$ cat src/design/video_band_slice_splitter_top_assert.svh
// Assertion macros shared by the slice splitter modules.
// Each macro expands to one labeled concurrent assertion on clk.
`ifndef VIDEO_BAND_SLICE_SPLITTER_TOP_ASSERT_SVH
`define VIDEO_BAND_SLICE_SPLITTER_TOP_ASSERT_SVH

// Checked outside reset.
`define VBSS_ASSERT(lbl, prop, msg) \
    lbl: assert property (@(posedge clk) disable iff (!rst_n) (prop)) else $error(msg);

// Checked at every edge, reset included.
`define VBSS_ASSERT_ALWAYS(lbl, prop, msg) \
    lbl: assert property (@(posedge clk) (prop)) else $error(msg);

`endif

$ cat src/design/vbss_pkg.sv
`timescale 1ns / 1ps
// ----------------------------------------------------------------------------
// vbss_pkg
// Types and constants of the band slice splitter.
// ----------------------------------------------------------------------------
package vbss_pkg;

    localparam int unsigned MAX_BAND_ROWS = 512;
    localparam int unsigned FRAME_ROWS    = 8192;

    localparam logic [31:0] LCG_MUL      = 32'd1664525;
    localparam logic [31:0] LCG_ADD      = 32'd1013904223;
    localparam logic [36:0] RAND_SPAN    = 37'd25;
    localparam logic [12:0] MIN_HEIGHT   = 13'd8;
    localparam logic [12:0] RESET_HEIGHT = 13'd16;

    localparam logic [1:0] CFG_FIXED_HEIGHT = 2'd0;
    localparam logic [1:0] CFG_RANDOM_MODE  = 2'd1;
    localparam logic [1:0] CFG_CHROMA_SHIFT = 2'd2;

    localparam logic OP_FRAME_START = 1'b0;
    localparam logic KIND_FRAME     = 1'b0;
    localparam logic KIND_SLICE     = 1'b1;

    typedef enum logic [3:0] {
        ST_IDLE   = 4'b0001,
        ST_HEIGHT = 4'b0010,
        ST_SLICE  = 4'b0100,
        ST_EMIT   = 4'b1000
    } state_t;

    typedef struct packed {
        logic frame_accept;
        logic band_load;
        logic height_load;
        logic slice_load;
    } cmd_t;

    typedef struct packed {
        logic frame_item;
        logic band_skip;
        logic out_last;
    } status_t;

endpackage

$ cat src/design/video_band_slice_splitter_top.sv
`timescale 1ns / 1ps
// ----------------------------------------------------------------------------
// video_band_slice_splitter_top
// Cuts row bands into slices of a per-frame height chosen at frame start.
// ----------------------------------------------------------------------------
//  channel | signals                                      | dir
//  input   | in_valid in_stall opcode band_top band_rows   | in
//          | direction                                    |
//  output  | out_valid out_stall kind slice_top slice_rows | out
//          | slice_direction last                         |
//  config  | cfg_write cfg_index cfg_data                 | in
//
//  Frame start: accept, height compute, then emit of its single result.
//  Band: accept, cursor load, then one slice per cycle while the output is not stalled.
//  Empty, clipped-away or invalid-direction bands are dropped at accept and emit nothing.
//  The slice cursor adder and the output register set the one-slice-per-cycle rate.
//  Output stall holds the result register; no input word is taken until the run ends.
//  Reset is asynchronous and leaves the block idle with height 16.
// ----------------------------------------------------------------------------
module video_band_slice_splitter_top
    import vbss_pkg::*;
(
    input  logic        clk,
    input  logic        rst_n,
    input  logic        cfg_write,
    input  logic [1:0]  cfg_index,
    input  logic [12:0] cfg_data,
    input  logic        in_valid,
    output logic        in_stall,
    input  logic        opcode,
    input  logic [12:0] band_top,
    input  logic [9:0]  band_rows,
    input  logic [1:0]  direction,
    output logic        out_valid,
    input  logic        out_stall,
    output logic        kind,
    output logic [12:0] slice_top,
    output logic [12:0] slice_rows,
    output logic        slice_direction,
    output logic        last
);

    cmd_t    cmd;
    status_t status;

    vbss_ctrl u_ctrl (
        .clk       (clk),
        .rst_n     (rst_n),
        .in_valid  (in_valid),
        .in_stall  (in_stall),
        .out_valid (out_valid),
        .out_stall (out_stall),
        .status    (status),
        .cmd       (cmd)
    );

    vbss_dp u_dp (
        .clk             (clk),
        .rst_n           (rst_n),
        .cfg_write       (cfg_write),
        .cfg_index       (cfg_index),
        .cfg_data        (cfg_data),
        .opcode          (opcode),
        .band_top        (band_top),
        .band_rows       (band_rows),
        .direction       (direction),
        .cmd             (cmd),
        .status          (status),
        .kind            (kind),
        .slice_top       (slice_top),
        .slice_rows      (slice_rows),
        .slice_direction (slice_direction),
        .last            (last)
    );

endmodule

$ cat src/design/vbss_dp.sv
`timescale 1ns / 1ps
// ----------------------------------------------------------------------------
// vbss_dp
// Datapath: config registers, LCG, slice height and band cursor.
// ----------------------------------------------------------------------------
module vbss_dp
    import vbss_pkg::*;
(
    input  logic        clk,
    input  logic        rst_n,
    input  logic        cfg_write,
    input  logic [1:0]  cfg_index,
    input  logic [12:0] cfg_data,
    input  logic        opcode,
    input  logic [12:0] band_top,
    input  logic [9:0]  band_rows,
    input  logic [1:0]  direction,
    input  cmd_t        cmd,
    output status_t     status,
    output logic        kind,
    output logic [12:0] slice_top,
    output logic [12:0] slice_rows,
    output logic        slice_direction,
    output logic        last
);

    `include "video_band_slice_splitter_top_assert.svh"

    logic [12:0] fixed_height_reg;
    logic        random_mode_reg;
    logic [1:0]  chroma_shift_reg;
    logic [31:0] lcg_reg;
    logic [31:0] lcg_next;
    logic [12:0] height_reg;

    logic [12:0] lo_reg;
    logic [12:0] lo_next;
    logic [9:0]  rem_reg;
    logic [9:0]  rem_next;
    logic        dir_reg;

    logic        kind_reg;
    logic [12:0] slice_top_reg;
    logic [12:0] slice_rows_reg;
    logic        slice_dir_reg;
    logic        last_reg;

    // band clipping
    logic [9:0]  rows_sat;
    logic [13:0] room;
    logic [9:0]  rows_clip;

    // height draw
    logic [36:0] scaled;
    logic [32:0] fold;
    logic [5:0]  quot;
    logic [12:0] raw_height;
    logic [12:0] align_mask;
    logic [12:0] aligned;
    logic [12:0] new_height;

    // slice cut
    logic        rem_gt_h;
    logic [9:0]  cut;
    logic [13:0] up_top;
    logic [12:0] cut_top;

    always_comb
    begin
        rows_sat  = (band_rows > 10'(MAX_BAND_ROWS)) ? 10'(MAX_BAND_ROWS) : band_rows;
        room      = 14'(FRAME_ROWS) - {1'b0, band_top};
        rows_clip = ({4'b0, rows_sat} > room) ? room[9:0] : rows_sat;
    end

    assign status.frame_item = (opcode == OP_FRAME_START);
    assign status.band_skip  = direction[1] | (rows_clip == 10'd0);
    assign status.out_last   = last_reg;

    assign lcg_next = 32'(lcg_reg * LCG_MUL) + LCG_ADD;

    // floor(x / (2^32-1)) for x < 25*2^32: high word plus a carry correction
    always_comb
    begin
        scaled     = {5'b0, lcg_reg} * RAND_SPAN;
        fold       = {28'b0, scaled[36:32]} + {1'b0, scaled[31:0]};
        quot       = {1'b0, scaled[36:32]} + 6'(fold >= 33'h0_FFFF_FFFF);
        raw_height = random_mode_reg ? (MIN_HEIGHT + 13'(quot)) : fixed_height_reg;
        align_mask = ~((13'd1 << chroma_shift_reg) - 13'd1);
        aligned    = raw_height & align_mask;
        new_height = (aligned < MIN_HEIGHT) ? MIN_HEIGHT : aligned;
    end

    always_comb
    begin
        rem_gt_h = ({3'b0, rem_reg} > height_reg);
        cut      = rem_gt_h ? height_reg[9:0] : rem_reg;
        up_top   = {1'b0, lo_reg} + 14'(rem_reg) - 14'(cut);
        cut_top  = dir_reg ? up_top[12:0] : lo_reg;
        rem_next = rem_reg - cut;
        lo_next  = dir_reg ? lo_reg : 13'(lo_reg + 13'(cut));
    end

    always_ff @(posedge clk or negedge rst_n)
    begin
        if (!rst_n)
        begin
            fixed_height_reg <= RESET_HEIGHT;
            random_mode_reg  <= 1'b0;
            chroma_shift_reg <= 2'd0;
            lcg_reg          <= 32'd0;
            height_reg       <= RESET_HEIGHT;
        end
        else
        begin
            if (cfg_write)
            begin
                unique case (cfg_index)
                    CFG_FIXED_HEIGHT: fixed_height_reg <= cfg_data;
                    CFG_RANDOM_MODE:  random_mode_reg  <= cfg_data[0];
                    CFG_CHROMA_SHIFT: chroma_shift_reg <= cfg_data[1:0];
                    default:          ;
                endcase
            end
            if (cmd.frame_accept && random_mode_reg)
            begin
                lcg_reg <= lcg_next;
            end
            if (cmd.height_load)
            begin
                height_reg <= new_height;
            end
        end
    end

    always_ff @(posedge clk)
    begin
        if (cmd.band_load)
        begin
            lo_reg  <= band_top;
            rem_reg <= rows_clip;
            dir_reg <= direction[0];
        end
        else if (cmd.slice_load)
        begin
            lo_reg  <= lo_next;
            rem_reg <= rem_next;
        end

        if (cmd.height_load)
        begin
            kind_reg       <= KIND_FRAME;
            slice_top_reg  <= 13'd0;
            slice_rows_reg <= new_height;
            slice_dir_reg  <= 1'b0;
            last_reg       <= 1'b1;
        end
        else if (cmd.slice_load)
        begin
            kind_reg       <= KIND_SLICE;
            slice_top_reg  <= cut_top;
            slice_rows_reg <= 13'(cut);
            slice_dir_reg  <= dir_reg;
            last_reg       <= !rem_gt_h;
        end
    end

    assign kind            = kind_reg;
    assign slice_top       = slice_top_reg;
    assign slice_rows      = slice_rows_reg;
    assign slice_direction = slice_dir_reg;
    assign last            = last_reg;

    `VBSS_ASSERT(a_last_drains, (cmd.slice_load && !rem_gt_h) |=> (rem_reg == 10'd0), "last slice left rows behind")
    `VBSS_ASSERT(a_more_rows, (cmd.slice_load && rem_gt_h) |=> (rem_reg != 10'd0), "non-last slice emptied the band")

endmodule

$ cat src/design/vbss_ctrl.sv
`timescale 1ns / 1ps
// ----------------------------------------------------------------------------
// vbss_ctrl
// Sequencer: accepts one input word, then runs its results out.
// ----------------------------------------------------------------------------
module vbss_ctrl
    import vbss_pkg::*;
(
    input  logic    clk,
    input  logic    rst_n,
    input  logic    in_valid,
    output logic    in_stall,
    output logic    out_valid,
    input  logic    out_stall,
    input  status_t status,
    output cmd_t    cmd
);

    `include "video_band_slice_splitter_top_assert.svh"

    state_t state_reg;
    state_t state_next;

    always_comb
    begin
        state_next = state_reg;
        cmd        = '0;
        in_stall   = 1'b1;
        out_valid  = 1'b0;
        unique case (state_reg)
            ST_IDLE:
            begin
                in_stall = 1'b0;
                if (in_valid)
                begin
                    if (status.frame_item)
                    begin
                        cmd.frame_accept = 1'b1;
                        state_next       = ST_HEIGHT;
                    end
                    else if (!status.band_skip)
                    begin
                        cmd.band_load = 1'b1;
                        state_next    = ST_SLICE;
                    end
                end
            end
            ST_HEIGHT:
            begin
                cmd.height_load = 1'b1;
                state_next      = ST_EMIT;
            end
            ST_SLICE:
            begin
                cmd.slice_load = 1'b1;
                state_next     = ST_EMIT;
            end
            ST_EMIT:
            begin
                out_valid = 1'b1;
                if (!out_stall)
                begin
                    if (status.out_last)
                    begin
                        state_next = ST_IDLE;
                    end
                    else
                    begin
                        // advance to the next slice while handing this one off
                        cmd.slice_load = 1'b1;
                    end
                end
            end
            default:
            begin
                state_next = ST_IDLE;
            end
        endcase
    end

    always_ff @(posedge clk or negedge rst_n)
    begin
        if (!rst_n)
        begin
            state_reg <= ST_IDLE;
        end
        else
        begin
            state_reg <= state_next;
        end
    end

    `VBSS_ASSERT(a_emit_hold, (state_reg == ST_EMIT && out_stall) |=> (state_reg == ST_EMIT), "result dropped under stall")
    `VBSS_ASSERT(a_frame_seq, (in_valid && !in_stall && status.frame_item) |=> (state_reg == ST_HEIGHT) ##1 (state_reg == ST_EMIT), "frame start did not reach output")
    `VBSS_ASSERT(a_last_idle, (out_valid && !out_stall && status.out_last) |=> !in_stall, "run did not end on last word")
    `VBSS_ASSERT_ALWAYS(a_rst_quiet, !rst_n |-> !out_valid, "result offered during reset")

endmodule

$ cat config.mk
export PLATFORM = sky130hd
export DESIGN_NAME = video_band_slice_splitter_top
export DESIGN_NICKNAME = d
export VERILOG_FILES = /design/src/design/vbss_pkg.sv /design/src/design/video_band_slice_splitter_top.sv /design/src/design/vbss_dp.sv /design/src/design/vbss_ctrl.sv
export VERILOG_INCLUDE_DIRS = /design/src /design/src/design
export SDC_FILE = /design/constraint.sdc
export NUM_CORES = 1
export LEC_CHECK = 0
export CAP_MARGIN = 25
export CORE_ASPECT_RATIO = 2
export CORE_UTILIZATION = 35
export DETAILED_ROUTE_END_ITERATION = 7
export DONT_BUFFER_PORTS = 1
export GPL_TIMING_DRIVEN = 1
export SLEW_MARGIN = 0
export SYNTH_ARGS = -nofsm -noshare
export SYNTH_HDL_FRONTEND = slang
export SYNTH_SLANG_ARGS = --single-unit
$ cat constraint.sdc
create_clock -name clk -period 10.6 [get_ports clk]
set_input_delay 2.12 -clock clk [delete_from_list [all_inputs] [get_ports clk]]
set_output_delay 2.12 -clock clk [all_outputs]
set_load 0.02 [all_outputs]
==> impl_metrics.xml, run 1 <==
<?xml version="1.0" encoding="UTF-8"?>
<metrics>
  <group name="run_status">
    <metric name="status" unit="">complete, no violations</metric>
  </group>
  <group name="floorplan">
    <metric name="fp-row-count" unit="">118</metric>
    <metric name="fp.dieArea" unit="um2">53280</metric>
    <metric name="die_height" unit="um">325.5</metric>
    <metric name="io_pins" unit="">77</metric>
    <metric name="core_area" unit="um2">51670</metric>
    <metric name="die_width" unit="um">163.7</metric>
    <metric name="initial_core_util" unit="%">35.43</metric>
  </group>
  <group name="critical_path">
    <metric name="start_to_end_type_of_the_worst_setup_path" unit="">flop to flop</metric>
    <metric name="cpPeakStageDelay" unit="ps">700</metric>
    <metric name="timing.rr.start" unit="">u_dp.lcg_reg[1]</metric>
    <metric name="critical_path.most_common_cell" unit="">sky130_fd_sc_hd__ha_1</metric>
    <metric name="required" unit="ps">10800</metric>
    <metric name="setup.worst_path.start" unit="">u_dp.lcg_reg[1]</metric>
    <metric name="cp-start-kind" unit="">flop</metric>
    <metric name="timing.critical_path.buf_inv" unit="">3</metric>
    <metric name="critPathCaptureType" unit="">flop</metric>
    <metric name="cp.arrival" unit="ps">9370</metric>
    <metric name="timing.reg2reg.worst_path_depth" unit="">30</metric>
    <metric name="worst-path-stages" unit="">30</metric>
    <metric name="critical-path-slowest-cell" unit="">sky130_fd_sc_hd__dfrtp_1</metric>
    <metric name="largest_fanout_of_any_net_on_the_critical_path" unit="">12</metric>
    <metric name="cpLargestDelayFamily" unit="">compound AO/OA/AOI/OAI gates</metric>
  </group>
  <group name="synth">
    <metric name="synth.avg_cell_area" unit="um2">8.922</metric>
    <metric name="synth_cell_type_count" unit="">91</metric>
    <metric name="yosysMostFrequentCell" unit="">sky130_fd_sc_hd__inv_1</metric>
    <metric name="synth_top_cells_by_area" unit="">sky130_fd_sc_hd__ha_1 (20%), sky130_fd_sc_hd__fa_1 (18%), sky130_fd_sc_hd__dfrtp_1 (8.5%)</metric>
    <metric name="synthesis_stage_register_bit_count" unit="">118</metric>
    <metric name="yosys-top-cells-count" unit="">sky130_fd_sc_hd__inv_1 (368), sky130_fd_sc_hd__ha_1 (299), sky130_fd_sc_hd__fa_1 (163), sky130_fd_sc_hd__nand2_1 (139), sky130_fd_sc_hd__nor2_1 (114)</metric>
    <metric name="async_flop_share" unit="%">55.08</metric>
    <metric name="synth.yosys.seq_area_share" unit="%">16.72</metric>
    <metric name="netlist_instances" unit="">2052</metric>
    <metric name="area_share_of_the_largest_cell_type_after_synthesis" unit="%">20.43</metric>
    <metric name="synth.largest_area_cell" unit="">sky130_fd_sc_hd__ha_1</metric>
    <metric name="syn_warnings" unit="">0</metric>
    <metric name="synth_edf_count" unit="">37</metric>
    <metric name="syn_area" unit="um2">18310</metric>
    <metric name="synthFlopType" unit="">sky130_fd_sc_hd__dfrtp_1</metric>
    <metric name="synth_nets" unit="">2560</metric>
  </group>
  <group name="sta">
    <metric name="timing.slew.headroom" unit="%">36.40</metric>
    <metric name="max_slew.worst_pin.slew" unit="ps">941.7</metric>
    <metric name="post-route-worst-setup-slack" unit="ps">1428</metric>
    <metric name="timing.final.setup_violations" unit="">0</metric>
    <metric name="post-route-min-period" unit="ps">9172</metric>
    <metric name="rsz0062_at_grt" unit="">no</metric>
    <metric name="finClkSkew" unit="ps">15.00</metric>
    <metric name="totalNegativeSetupSlack" unit="ps">0</metric>
    <metric name="drv_slew" unit="">0</metric>
    <metric name="final_hold_viol_count" unit="">0</metric>
    <metric name="fin_crit_share" unit="%">86.52</metric>
    <metric name="fmax" unit="MHz">109.0</metric>
  </group>
  <group name="flow_run">
    <metric name="max_cap_viol_count" unit="">0</metric>
  </group>
  <group name="global_routing">
    <metric name="busiest_layer" unit="">met2</metric>
    <metric name="grt_usage" unit="%">22.44</metric>
    <metric name="global_route.usage.met1" unit="%">17.77</metric>
    <metric name="grt_first_pass_wirelength" unit="um">88130</metric>
    <metric name="grt_start_max_net_pins" unit="">66</metric>
    <metric name="vias_in_the_first_global_route" unit="">15870</metric>
    <metric name="grt_util_met3" unit="%">3.124</metric>
    <metric name="number_of_antenna_violations_at_the_first_check_in_global_routing" unit="">0</metric>
    <metric name="globalRouteMet2Util" unit="%">45.75</metric>
    <metric name="grt_overflow_total" unit="">0</metric>
  </group>
  <group name="route">
    <metric name="drt_first_pass_iters" unit="">5</metric>
    <metric name="antenna_left" unit="">0</metric>
    <metric name="route.final.wire_length" unit="um">57190</metric>
    <metric name="drt_first_iter_violations" unit="">682</metric>
    <metric name="post_drt_via_cell_ratio" unit="">5.373</metric>
    <metric name="route.vias.total" unit="">14510</metric>
    <metric name="route.detailed.drc" unit="">0</metric>
    <metric name="wl_per_cell" unit="um">21.18</metric>
  </group>
  <group name="placement">
    <metric name="placement.io_buffers" unit="">0</metric>
    <metric name="hpwl_after_detailed_placement" unit="um">49660</metric>
    <metric name="dp_slack" unit="ps">1462</metric>
    <metric name="globalplace.congestion" unit="">0.9471</metric>
  </group>
  <group name="clock_tree">
    <metric name="worstSkewPairLatency" unit="ps">470</metric>
    <metric name="clk_pin_slew" unit="ps">70</metric>
    <metric name="cts_root_buffer" unit="">sky130_fd_sc_hd__clkbuf_16</metric>
    <metric name="cts-resized-gates" unit="">0</metric>
    <metric name="cts_htree_levels" unit="">4</metric>
    <metric name="cts_tree" unit="">done</metric>
    <metric name="numClockSinks" unit="">118</metric>
    <metric name="cts_hold_buf" unit="">0</metric>
    <metric name="cts_max_path_buffers" unit="">2</metric>
    <metric name="tritoncts.num_buffers" unit="">17</metric>
    <metric name="post_cts_buffers" unit="">0</metric>
  </group>
  <group name="hold_path">
    <metric name="min_delay_path_depth" unit="">1</metric>
    <metric name="holdCritStartpoint" unit="">u_dp.height_reg[11]</metric>
    <metric name="hold_path.class" unit="">flop to flop</metric>
  </group>
  <group name="final_layout">
    <metric name="post_route_cells_drive_above_1_share" unit="%">5.294</metric>
    <metric name="syn_to_final_growth" unit="%">6.943</metric>
    <metric name="design.final.nets" unit="">2535</metric>
    <metric name="diodes" unit="">0</metric>
    <metric name="largest_register_ff_count" unit="">32</metric>
  </group>
</metrics>
==> path summary, 6_finish.rpt <==
path | to | slack (ps)
max | u_dp.slice_rows[2] | 1430
min in group asynchronous | u_dp.lcg_reg[28] | 1340
max reg2reg | u_dp.slice_rows[2] | 1430
min reg2reg | u_dp.height_reg[11] | 490
min | u_dp.height_reg[11] | 490
max in group asynchronous | u_ctrl.state_reg[0] | 9050
==> placed cells by master, fill, tap and decap left out, types with 15 or more instances in the layout <==
cell type and count:
sky130_fd_sc_hd__nand2_1 139, sky130_fd_sc_hd__dfxtp_1 16, sky130_fd_sc_hd__and3_1 15, sky130_fd_sc_hd__a21oi_1 92, sky130_fd_sc_hd__nand2b_1 20, sky130_fd_sc_hd__a31oi_1 16, sky130_fd_sc_hd__a21o_1 44, sky130_fd_sc_hd__o21a_1 15
sky130_fd_sc_hd__xor2_1 36, sky130_fd_sc_hd__nor2b_1 18, sky130_fd_sc_hd__nand3_1 37, sky130_fd_sc_hd__nor3_1 35, sky130_fd_sc_hd__clkbuf_16 17, sky130_fd_sc_hd__ha_1 299, sky130_fd_sc_hd__fa_1 163, sky130_fd_sc_hd__edfxtp_1 37
sky130_fd_sc_hd__mux2i_1 16, sky130_fd_sc_hd__xnor2_1 74, sky130_fd_sc_hd__nand4_1 20, sky130_fd_sc_hd__a211oi_1 18, sky130_fd_sc_hd__dfrtp_1 62, sky130_fd_sc_hd__mux2_2 24, sky130_fd_sc_hd__o21ai_0 111, sky130_fd_sc_hd__nor2_1 114
sky130_fd_sc_hd__inv_1 368
==> metal layers <==
layer,vias up,wire (um)
met5,-,0
met4,0,5234
met3,180,1636
met2,323,33570
met1,7077,16740
li1,6927,-
==> kinds of logic after synthesis <==
logic type               count (synthesis)  synth area share, %
flip-flops                             118                16.72
multiplexers                            40                2.351
buffers and inverters                  422                8.911
adder cells (fa/ha/maj)                463                38.31
AND/OR/NAND/NOR                        479                12.99
XOR/XNOR                               111                5.406
AO/OA/AOI/OAI                          419                15.31
==> per-stage QoR <==
step                      instances  area [um2]  util (%)  hold WS, ps
final                          2700       19580     37.89        489.9
after global routing           2700       19580     37.89        517.6
after CTS                      2699       19570     37.87        489.8
after detailed placement       2667       18980     36.73        476.0
after global placement         2665       18960     36.69        459.2
after floorplan                2052       18310         -        450.1
==> area by class of cell <==
| class | count | area, um2 |
|---|---|---|
| clock buffers | 17 | 425.4 |
| clock inverters | 15 | 165.2 |
| fillers | 5267 | 32090 |
| inverters | 368 | 1381 |
| multi-input cells | 1512 | 13640 |
| flip-flops and latches | 118 | 3062 |
| well taps | 660 | 825.8 |
| repair buffers | 10 | 80.08 |
==> worst register-to-register path, delay by kind of cell, from the launching register on <==
| kind | cells | cell delay (ps) |
|---|---|---|
| buffers and inverters | 3 | 610 |
| adder cells (fa/ha/maj) | 7 | 2510 |
| AND/OR/NAND/NOR | 6 | 1540 |
| AO/OA/AOI/OAI | 14 | 3520 |
| flip-flops | 1 | 700 |
Power of run 1 is not shown: default switching activity piles up to over one toggle a cycle in this logic, so the estimate is an artifact.
==> run 2: changes to the inputs <==
--- a/config.mk
+++ b/config.mk
@@ -12,7 +12,7 @@
 export DETAILED_ROUTE_END_ITERATION = 7
 export DONT_BUFFER_PORTS = 1
 export GPL_TIMING_DRIVEN = 1
-export SLEW_MARGIN = 0
+export SLEW_MARGIN = 20
 export SYNTH_ARGS = -nofsm -noshare
 export SYNTH_HDL_FRONTEND = slang
 export SYNTH_SLANG_ARGS = --single-unit
==> constraint.sdc (replaced) <==
create_clock -name clk -period 10.6 [get_ports clk]
set_input_delay 0.53 -clock clk [delete_from_list [all_inputs] [get_ports clk]]
set_output_delay 0.53 -clock clk [all_outputs]
set_load 0.02 [all_outputs]
==> impl_metrics.xml, run 2 (synthesis gave the netlist of run 1 again) <==
<?xml version="1.0" encoding="UTF-8"?>
<metrics>
  <group name="run_status">
    <metric name="status" unit="">complete, no violations</metric>
  </group>
  <group name="clock_tree">
    <metric name="cts_max_path_buffers" unit="">2</metric>
    <metric name="tritoncts.num_buffers" unit="">17</metric>
    <metric name="cts_htree_levels" unit="">4</metric>
    <metric name="clk_pin_slew" unit="ps">70</metric>
    <metric name="cts-resized-gates" unit="">0</metric>
    <metric name="worstSkewPairLatency" unit="ps">470</metric>
    <metric name="numClockSinks" unit="">118</metric>
    <metric name="cts_tree" unit="">done</metric>
    <metric name="cts_root_buffer" unit="">sky130_fd_sc_hd__clkbuf_16</metric>
    <metric name="post_cts_buffers" unit="">0</metric>
  </group>
  <group name="hold_path">
    <metric name="holdCritStartpoint" unit="">direction[1]</metric>
    <metric name="hold_end" unit="">u_ctrl.state_reg[2]</metric>
    <metric name="min_delay_path_depth" unit="">1</metric>
    <metric name="hold_path.class" unit="">input pin to flop</metric>
  </group>
  <group name="sta">
    <metric name="rsz0062_at_grt" unit="">no</metric>
    <metric name="fin_crit_share" unit="%">86.37</metric>
    <metric name="post-route-worst-setup-slack" unit="ps">1445</metric>
    <metric name="timing.final.setup_violations" unit="">0</metric>
    <metric name="timing.slew.headroom" unit="%">37.71</metric>
    <metric name="finClkSkew" unit="ps">15.42</metric>
    <metric name="max_slew.worst_pin.slew" unit="ps">922.4</metric>
    <metric name="post-route-min-period" unit="ps">9155</metric>
    <metric name="drv_slew" unit="">0</metric>
    <metric name="final_hold_viol_count" unit="">0</metric>
    <metric name="fmax" unit="MHz">109.2</metric>
    <metric name="totalNegativeSetupSlack" unit="ps">0</metric>
  </group>
  <group name="critical_path">
    <metric name="required" unit="ps">10790</metric>
    <metric name="r2r_setup_slack" unit="ps">1440</metric>
    <metric name="critPathCaptureType" unit="">flop</metric>
    <metric name="timing.reg2reg.worst_path_depth" unit="">29</metric>
    <metric name="critical_path.most_common_cell" unit="">sky130_fd_sc_hd__ha_1</metric>
    <metric name="cpPeakStageDelay" unit="ps">680</metric>
    <metric name="r2r-end" unit="">u_dp.slice_rows[3]</metric>
    <metric name="start_to_end_type_of_the_worst_setup_path" unit="">flop to flop</metric>
    <metric name="timing.rr.start" unit="">u_dp.lcg_reg[1]</metric>
    <metric name="cp-start-kind" unit="">flop</metric>
    <metric name="cp.arrival" unit="ps">9350</metric>
    <metric name="critical-path-slowest-cell" unit="">sky130_fd_sc_hd__dfrtp_1</metric>
    <metric name="largest_fanout_of_any_net_on_the_critical_path" unit="">12</metric>
  </group>
  <group name="floorplan">
    <metric name="io_pins" unit="">77</metric>
    <metric name="core_area" unit="um2">51670</metric>
    <metric name="die_width" unit="um">163.7</metric>
    <metric name="fp-row-count" unit="">118</metric>
    <metric name="initial_core_util" unit="%">35.43</metric>
    <metric name="fp.dieArea" unit="um2">53280</metric>
    <metric name="die_height" unit="um">325.5</metric>
  </group>
  <group name="placement">
    <metric name="hpwl_after_detailed_placement" unit="um">49560</metric>
    <metric name="globalplace.congestion" unit="">0.9471</metric>
    <metric name="placement.io_buffers" unit="">0</metric>
    <metric name="place.detailed.instances" unit="">2666</metric>
    <metric name="dp_slack" unit="ps">1536</metric>
  </group>
  <group name="global_routing">
    <metric name="grt_overflow_total" unit="">0</metric>
    <metric name="vias_in_the_first_global_route" unit="">15810</metric>
    <metric name="grt_usage" unit="%">22.44</metric>
    <metric name="number_of_antenna_violations_at_the_first_check_in_global_routing" unit="">0</metric>
    <metric name="grt_first_pass_wirelength" unit="um">88340</metric>
    <metric name="grt_start_max_net_pins" unit="">66</metric>
  </group>
  <group name="route">
    <metric name="route.final.wire_length" unit="um">57050</metric>
    <metric name="antenna_left" unit="">0</metric>
    <metric name="drt_first_pass_iters" unit="">5</metric>
    <metric name="route.vias.total" unit="">14510</metric>
    <metric name="route.detailed.drc" unit="">0</metric>
    <metric name="wl_per_cell" unit="um">21.12</metric>
    <metric name="drt_first_iter_violations" unit="">580</metric>
    <metric name="post_drt_via_cell_ratio" unit="">5.372</metric>
  </group>
  <group name="final_layout">
    <metric name="largest_register_ff_count" unit="">32</metric>
    <metric name="diodes" unit="">0</metric>
    <metric name="design.final.nets" unit="">2536</metric>
    <metric name="most_common_library_cell_in_the_layout_ignoring_fill_and_taps" unit="">sky130_fd_sc_hd__inv_1</metric>
    <metric name="syn_to_final_growth" unit="%">7.217</metric>
    <metric name="final_cell_mix" unit="">sky130_fd_sc_hd__inv_1 (368), sky130_fd_sc_hd__ha_1 (299), sky130_fd_sc_hd__fa_1 (163)</metric>
    <metric name="instances_no_fill" unit="">2701</metric>
    <metric name="post_route_cells_drive_above_1_share" unit="%">5.292</metric>
  </group>
  <group name="flow_run">
    <metric name="max_cap_viol_count" unit="">0</metric>
  </group>
</metrics>
## run 2: timing repair
action                     CTS  global route
hold buffers                 2             0
hold endpoints to repair    65             0
setup endpoints to repair    0             0
## run 2: worst max path at each step
stage	to	cells after the start	from	slack [ps]
after floorplan	u_dp.slice_rows[2]	30	u_dp.lcg_reg[1]	3070
after global placement	u_dp.slice_rows[3]	29	u_dp.lcg_reg[1]	1410
after detailed placement	u_dp.slice_rows[2]	29	u_dp.lcg_reg[1]	1540
after CTS	u_dp.slice_rows[3]	29	u_dp.lcg_reg[1]	1480
after global routing	u_dp.slice_rows[3]	29	u_dp.lcg_reg[1]	960
final	u_dp.slice_rows[3]	29	u_dp.lcg_reg[1]	1440
## run 2: worst max-delay path, delay by kind of cell, from the launching register on
family                   cells  cell delay, ps
AO/OA/AOI/OAI               15            3770
adder cells (fa/ha/maj)      7            2540
buffers and inverters        2             310
flip-flops                   1             680
AND/OR/NAND/NOR              5            1590
## run 2: metrics by stage
step	util [%]	hold WS, ps	instance area, um2
floorplan	-	234.4	18310
global placement	36.69	241.1	18960
detailed placement	36.71	240.1	18970
CTS	37.97	107.9	19620
global route	37.99	129.8	19630
finish	37.99	133.3	19630
## run 2: per-layer routing
metal,track usage (%),share of wire [%]
met5,0,0
met4,18.64,9.3
met3,2.984,2.7
met2,45.64,59
met1,17.89,29
## run 2: layout make-up
class                           instances  area, um2
Clock inverter                         14      186.4
Tap cell                              660      825.8
Inverter                              368       1381
Timing Repair Buffer                   11      105.1
Sequential cell                       118       3062
Fill cell                            5211      32040
Multi-Input combinational cell       1512      13640
Clock buffer                           18      429.2
Power of run 2 is left out for the same reason.
